`src/rtl/mmre_pkg.sv`:
```
// Shared types and constants of the matrix multiply row engine.
package mmre_pkg;

    // Accumulator and result width: signed Q16.24.
    localparam int ACC_BITS = 40;

    // Fixed widths of the transaction fields.
    localparam int ROW_FIELD_W = 6;
    localparam int COL_FIELD_W = 4;

    // Configuration port.
    localparam int CFG_IDX_W  = 1;
    localparam int CFG_DATA_W = 7;
    localparam int INNER_LEN_W = 7;
    localparam int OUT_COLS_W  = 5;

    localparam logic [CFG_IDX_W-1:0] CFG_INNER_LEN = 1'b0;
    localparam logic [CFG_IDX_W-1:0] CFG_OUT_COLS  = 1'b1;

    // Request codes.
    localparam logic REQ_LOAD   = 1'b0;
    localparam logic REQ_STREAM = 1'b1;

    // Broadcast control from the sequencer to every column cell.
    typedef struct packed {
        logic rd;     // read the weight at the current inner position
        logic mul;    // multiply the read weight by the left element
        logic acc;    // add the product into the accumulator
        logic close;  // the element closes a row: capture and clear
        logic shift;  // move the captured results one cell toward the output
    } t_cell_ctrl;

endpackage

```
`src/rtl/mmre_col_cell.sv`:
```
// One column cell: weight column memory, multiplier, accumulator and result shift stage.
module mmre_col_cell
    import mmre_pkg::*;
#(
    parameter int DATA_BITS = 16,
    parameter int POS_W     = 6,
    parameter int DEPTH     = 64
) (
    input  logic                        i_clk,
    input  logic                        i_rst_n,
    input  t_cell_ctrl                  i_ctrl,
    input  logic                        i_wr_sel,
    input  logic                        i_active,
    input  logic [POS_W-1:0]            i_wr_addr,
    input  logic [POS_W-1:0]            i_rd_addr,
    input  logic signed [DATA_BITS-1:0] i_wdata,
    input  logic signed [DATA_BITS-1:0] i_value,
    input  logic signed [ACC_BITS-1:0]  i_shift_in,
    output logic signed [ACC_BITS-1:0]  o_shift_out
);

    localparam int PROD_W = 2 * DATA_BITS;
    localparam int SUM_W  = ((PROD_W > ACC_BITS) ? PROD_W : ACC_BITS) + 1;
    localparam logic signed [SUM_W-1:0] SAT_HI =
        {{(SUM_W-ACC_BITS+1){1'b0}}, {(ACC_BITS-1){1'b1}}};
    localparam logic signed [SUM_W-1:0] SAT_LO =
        {{(SUM_W-ACC_BITS+1){1'b1}}, {(ACC_BITS-1){1'b0}}};

    logic signed [DATA_BITS-1:0] r_mem [DEPTH];
    logic signed [DATA_BITS-1:0] r_rd_data;
    logic signed [PROD_W-1:0]    r_prod;
    logic signed [ACC_BITS-1:0]  r_acc;
    logic signed [ACC_BITS-1:0]  r_sh;

    logic signed [SUM_W-1:0]     sum;
    logic signed [ACC_BITS-1:0]  sat_sum;
    logic signed [ACC_BITS-1:0]  n_acc;

    always_ff @(posedge i_clk) begin
        if (i_wr_sel) begin
            r_mem[i_wr_addr] <= i_wdata;
        end
        if (i_ctrl.rd) begin
            r_rd_data <= r_mem[i_rd_addr];
        end
    end

    always_ff @(posedge i_clk) begin
        if (i_ctrl.mul) begin
            r_prod <= r_rd_data * i_value;
        end
    end

    always_comb begin
        sum = SUM_W'(r_acc) + SUM_W'(r_prod);
        if (sum > SAT_HI) begin
            sat_sum = SAT_HI[ACC_BITS-1:0];
        end else if (sum < SAT_LO) begin
            sat_sum = SAT_LO[ACC_BITS-1:0];
        end else begin
            sat_sum = sum[ACC_BITS-1:0];
        end
        n_acc = (i_ctrl.acc && i_active) ? sat_sum : r_acc;
    end

    always_ff @(posedge i_clk) begin
        if (!i_rst_n) begin
            r_acc <= '0;
        end else if (i_ctrl.acc && i_ctrl.close) begin
            r_acc <= '0;
        end else begin
            r_acc <= n_acc;
        end
    end

    always_ff @(posedge i_clk) begin
        if (i_ctrl.acc && i_ctrl.close) begin
            r_sh <= n_acc;
        end else if (i_ctrl.shift) begin
            r_sh <= i_shift_in;
        end
    end

    assign o_shift_out = r_sh;

endmodule

```
`config.mk`:
```
export PLATFORM = sky130hd
export DESIGN_NAME = mmre_col_cell
export DESIGN_NICKNAME = d
export VERILOG_FILES = /design/src/rtl/mmre_pkg.sv /design/src/rtl/mmre_col_cell.sv
export SDC_FILE = /design/constraint.sdc
export NUM_CORES = 2
export LEC_CHECK = 0
export BUFFER_PORTS_ARGS = -buffer_cell sky130_fd_sc_hd__clkbuf_2
export CORE_ASPECT_RATIO = 1.1
export CORE_UTILIZATION = 35
export CTS_BUF_LIST = sky130_fd_sc_hd__clkbuf_4
export DETAILED_ROUTE_END_ITERATION = 6
export GPL_TIMING_DRIVEN = 1
export PLACE_DENSITY = 0.61
export SYNTH_ARGS = -nofsm -noshare
export SYNTH_HDL_FRONTEND = slang
export SYNTH_SLANG_ARGS = --single-unit
```
`constraint.sdc`:
```
create_clock -name i_clk -period 8.3 [get_ports i_clk]
set_input_delay 1.66 -clock i_clk [delete_from_list [all_inputs] [get_ports i_clk]]
set_output_delay 1.66 -clock i_clk [all_outputs]
set_load 0.01 [all_outputs]
```
---- After elaboration in Yosys (flattened, before gate mapping) ----
Memories as Yosys holds them, arrays and structs flattened. A register that Yosys moved wholly into a read port is not among the register bits.
Index checks and enable logic that the tools add are counted.
operators by class
  add/subtract/negate cells ............... 1
  multiply operators ...................... 1
  $lt $le $gt $ge ......................... 2
  mux-type cells .......................... 7
  bitwise logic cells ..................... 1
  reduce and logical (&&, ||, !) cells .... 4
operators with widths
  kind                                                                               number
  40-bit two-way mux                                                                 5
  40-bit by 32-bit adder with 41-bit output                                          1
  41-bit by 40-bit greater-than comparator with 1-bit output, second input constant  1
  41-bit by 40-bit < comparator with 1-bit output, second input constant             1
  16-bit by 16-bit multiplier with 32-bit output                                     1
  1-bit logical AND                                                                  2
  1-bit two-way mux                                                                  2
  2-bit nonzero test                                                                 1
  2-bit OR reduction                                                                 1
  1-bit inverter                                                                     1
storage, ports and cells
  register bits after elaboration ......... 112
  bits in writable memories ............... 1024
  input bits .............................. 93
  output and inout port bits .............. 40
  memories kept ........................... 1
memories
  name   depth  bits a word  read ports  clocked after Yosys merged registers in  write ports  line                 source
  r_mem  64     16           1           1                                        1            mmre_col_cell.sv:29  logic signed [DATA_BITS-1:0] r_mem [DEPTH];

---- Longest topological paths before layout ----
  word-level depth ........................ 6
  gate-level depth with buffers ........... 24

---- Worst setup path before layout ----
No wires, ideal clock.
  path type ............................... input to register
  start point ............................. input port i_value[1]
  end point ............................... register r_prod[31], data pin
  data arrival time ....................... 7.166 ns
  required time ........................... 8.040 ns
  path slack .............................. 0.875 ns
  stages .................................. 24
  path through ............................ clkbuf_1 -> nand2_1 -> inv_1 -> fa_1 -> inv_1 -> fa_1 -> fa_1 -> inv_1 -> fa_1 -> fa_1 -> inv_1 -> fa_1 -> inv_1 -> ha_1 -> clkbuf_1 -> a21oi_1 -> o21bai_1 -> a21oi_1 -> o31ai_1 -> o311a_1 -> o41ai_1 -> o311ai_0 -> a21oi_1 -> xnor2_1
on the way
  cells in the longest elaborated chain, start to end .. 1
RTL lines
  what                                            line                 source
  start: declaration                              mmre_col_cell.sv:17  input logic signed [DATA_BITS-1:0] i_value,
  16-bit by 16-bit multiplier with 32-bit output  mmre_col_cell.sv:50  r_prod <= r_rd_data * i_value;
  end signal: assignment                          mmre_col_cell.sv:50
  end: declaration                                mmre_col_cell.sv:31  logic signed [PROD_W-1:0] r_prod;
No other way between the ends.
A chain may end at the register's enable or synchronous reset.

---- Worst setup path after layout ----
  start point ............................. input port i_value[2]
  end point ............................... register r_prod[30], data pin
Same word-level chain as after synthesis.

==> metrics <==
DR pass1 iterations=7; Psw=8710 µW; Post-synth EDFFs=1112; slew margin rel.=16.8%; gr usage total=15.9%; fraction of the mapped netlist area in adder cells=12.1%; Synth Flop Type=edfxtp_1; critical path required time=9200 ps; XOR/XNOR share of the synthesized area=1.12%; min Tclk post-route=6740 ps; cell row count=153; Syn Std Cell Area=0.0561 mm²; fin. max-slew vios=0; drt total wl=128000 µm; Int Power=14900 µW; worst r2r src=r_rd_data[11]$_DFFE_PP_; syn nets=3842; Unique masters post-synth=70; fraction of synthesized area in multiplexers=13.5%; Placer Congestion=0.840; initial antenna violation count=6; Worst Max-Slew Pin Slew=1240 ps; average cell area after synthesis=16.7 µm²; htree depth=5; Syn Inst Count=3364; postcts setup bufs=0; fin cells=6021; maximum VDD drop=0.491 mV; Total Neg Setup Slack=0 ps; Clock Latency Late Sink=1170 ps; power density over cell area=374 mW/mm²; final hold vios=0; Hold Crit Class=reg2reg; wire per inst=21.2 µm; first-pass GRT wire length=196000 µm; layout cell share with drive strength beyond 1=26.7%; critical path type=in2reg; Post-synth ARST share=0%; hold path startpoint=r_acc[0]$_SDFF_PP0_; core box area=0.159 mm²; Finish-stage setup viols=0; Switching Share=36.9%; violated checks=design-rule violations; largest family of logic cells by synthesized area=multiplexers; routed vias/inst=5.05; Compound-Gate Fraction of Synth Area=4.13%; Setup crit end kind=flop; Root Driver=clkbuf_4; crit-path max FO=16; sequential power share=30.9%; final worst-path cycle share=81.2%; Initial Util=35.4%; Layout fillers=14611; Die ar.=0.162 mm²; Placement Setup Slack=408 ps; Max Cap Violations=0; top-count cell post-synth=edfxtp_1; largest net degree at the start of global routing=92; Comb power frac=49.3%; Commonest cells post-synth=edfxtp_1 (1112), mux4_2 (336), inv_1 (297); vias in the first global route=32210; Crit path arrival time=7630 ps; 1st-iter DRT viols=2041; Yosys top cell area share=59.5%; #FFs+latches synth=1152; CTS max path bufs=4; crit path from=i_value[2]; Synth area leader=edfxtp_1; nets=4225; simple-gate share of the synthesized area=4.98%; DRC=49; DP HPWL=83700 µm; post-cts sizing count=0; clock slew at reported path FFs=60 ps; CP Launch Type=input pin; Setup WS post-layout=1560 ps; status=finished, violations left; clock share of power=19.8%; Die Wd=384 µm; vias=30404; CTS tree=done; RSZ-0062 raised after global routing=no; Fmax=148 MHz; CTS Hold Bufs=0; antenna viol nets, final=0; GRT overflow=0; Worst Skew=104 ps; IO buf count=132; Synth-to-Final Area Change=12.5%; leakage power=0.0226 µW; yosys warns=0; num ports=133; # clock sinks=1152; CTS Buf Count=314; post-synthesis sequential area ratio=61.0%; Inst Count DP=5523; largest cells by area after synthesis=edfxtp_1 (60%), mux4_2 (13%), fa_1 (9.4%); Chip Height=422 µm
## metal layers
layer  wire length, µm  track usage (%)  vias up
li1                  -                -    13606
met1             52800             20.1    15600
met2             63800             26.8      953
met3              7540             3.51      239
met4              3650             5.90        6
met5                41                0        -
## cell type report
cell class | instances | area (µm²) | share of cell area (%)
multi-input combinational | 1752 | 20100 | 31.9
sequential | 1152 | 34200 | 54.2
clock inverter | 48 | 246 | 0.391
tap | 2092 | 2620 | 4.15
clock buffer | 440 | 3300 | 5.24
inverter | 297 | 1110 | 1.77
timing repair buffer | 230 | 1460 | 2.31
antenna | 10 | 25.0 | 0.0397
## cells in the final DEF, fill, tap and decap left out, types with 7 or more instances in the layout
cell,instances
a211oi_1,25
a21o_1,29
a21oi_1,106
a22oi_1,16
a31oi_1,8
and2_1,123
buf_4,96
clkbuf_2,128
clkbuf_4,440
clkinv_1,33
clkinv_2,8
dfxtp_1,40
diode_2,10
edfxtp_1,1112
fa_1,263
ha_1,122
inv_1,297
mux4_2,336
nand2_1,203
nand2b_1,17
nand3_1,17
nand4_1,13
nor2_1,161
nor2b_1,9
nor3_1,9
nor4_1,17
o21a_1,7
o21ai_0,85
o21bai_1,7
o22ai_1,18
o31ai_1,10
xnor2_1,54
xor2_1,18
## kinds of logic (layout without fill, tap and decap cells)
group                      after synthesis  in the layout
and+or+nand+nor                        593            593
AOI/OAI and AO/OA                      363            363
buffers and inverters                  460           1015
muxes                                  338            338
DFF                                   1152           1152
other                                    0             10
xor gates and xnor gates                72             72
adders and majority gates              386            386
## per-stage QoR
| stage | area (µm²) | utilization (%) | power (µW) | hold WS (ps) |
|---|---|---|---|---|
| after floorplan | 56100 | - | 16700 | 451 |
| after global placement | 59500 | 37.6 | 19000 | 479 |
| after detailed placement | 59500 | 37.6 | 19100 | 490 |
| after CTS | 63100 | 39.8 | 23900 | 499 |
| after global routing | 63100 | 39.8 | 25800 | 521 |
| final | 63100 | 39.8 | 23600 | 500 |
## power groups by stage
stage / sequential (µW) / combinational [µW] / clock [µW]
2_1_floorplan: 7360 / 9290 / 0
3_3_place_gp: 7410 / 11500 / 0
3_5_place_dp: 7420 / 11700 / 0
4_1_cts: 7290 / 11800 / 4840
5_1_grt: 7310 / 13300 / 5120
6_report: 7300 / 11600 / 4670
## critical path: stages
cell and delay (ps):
clkbuf_2 340, nand2_1 140, fa_1 530, fa_1 510, fa_1 520, inv_1 60
fa_1 480, fa_1 490, inv_1 50, fa_1 470, inv_1 40, ha_1 350
a21o_1 220, and3_1 180, o31ai_1 570, a21oi_1 190, o21ai_0 430, o21ai_0 150
a21oi_1 190, xnor2_1 80
## state kept, by name, summed over array words and instances, names as in the netlist
| signal | count |
|---|---|
| r_mem | 1024 |
| o_shift_out | 40 |
| r_acc | 40 |
| r_prod | 32 |
| r_rd_data | 16 |
## worst paths after layout
kind / slack [ps] / endpoint / depth (start not counted)
worst max-delay path: 1560 / r_prod[30]$_DFFE_PP_ / 20
worst min-delay path: 500 / r_acc[0]$_SDFF_PP0_ / 2
worst max register to register: 1580 / r_prod[30]$_DFFE_PP_ / 19
worst min register to register: 500 / r_acc[0]$_SDFF_PP0_ / 2
Note: power is estimated with default switching activity, not from simulation.
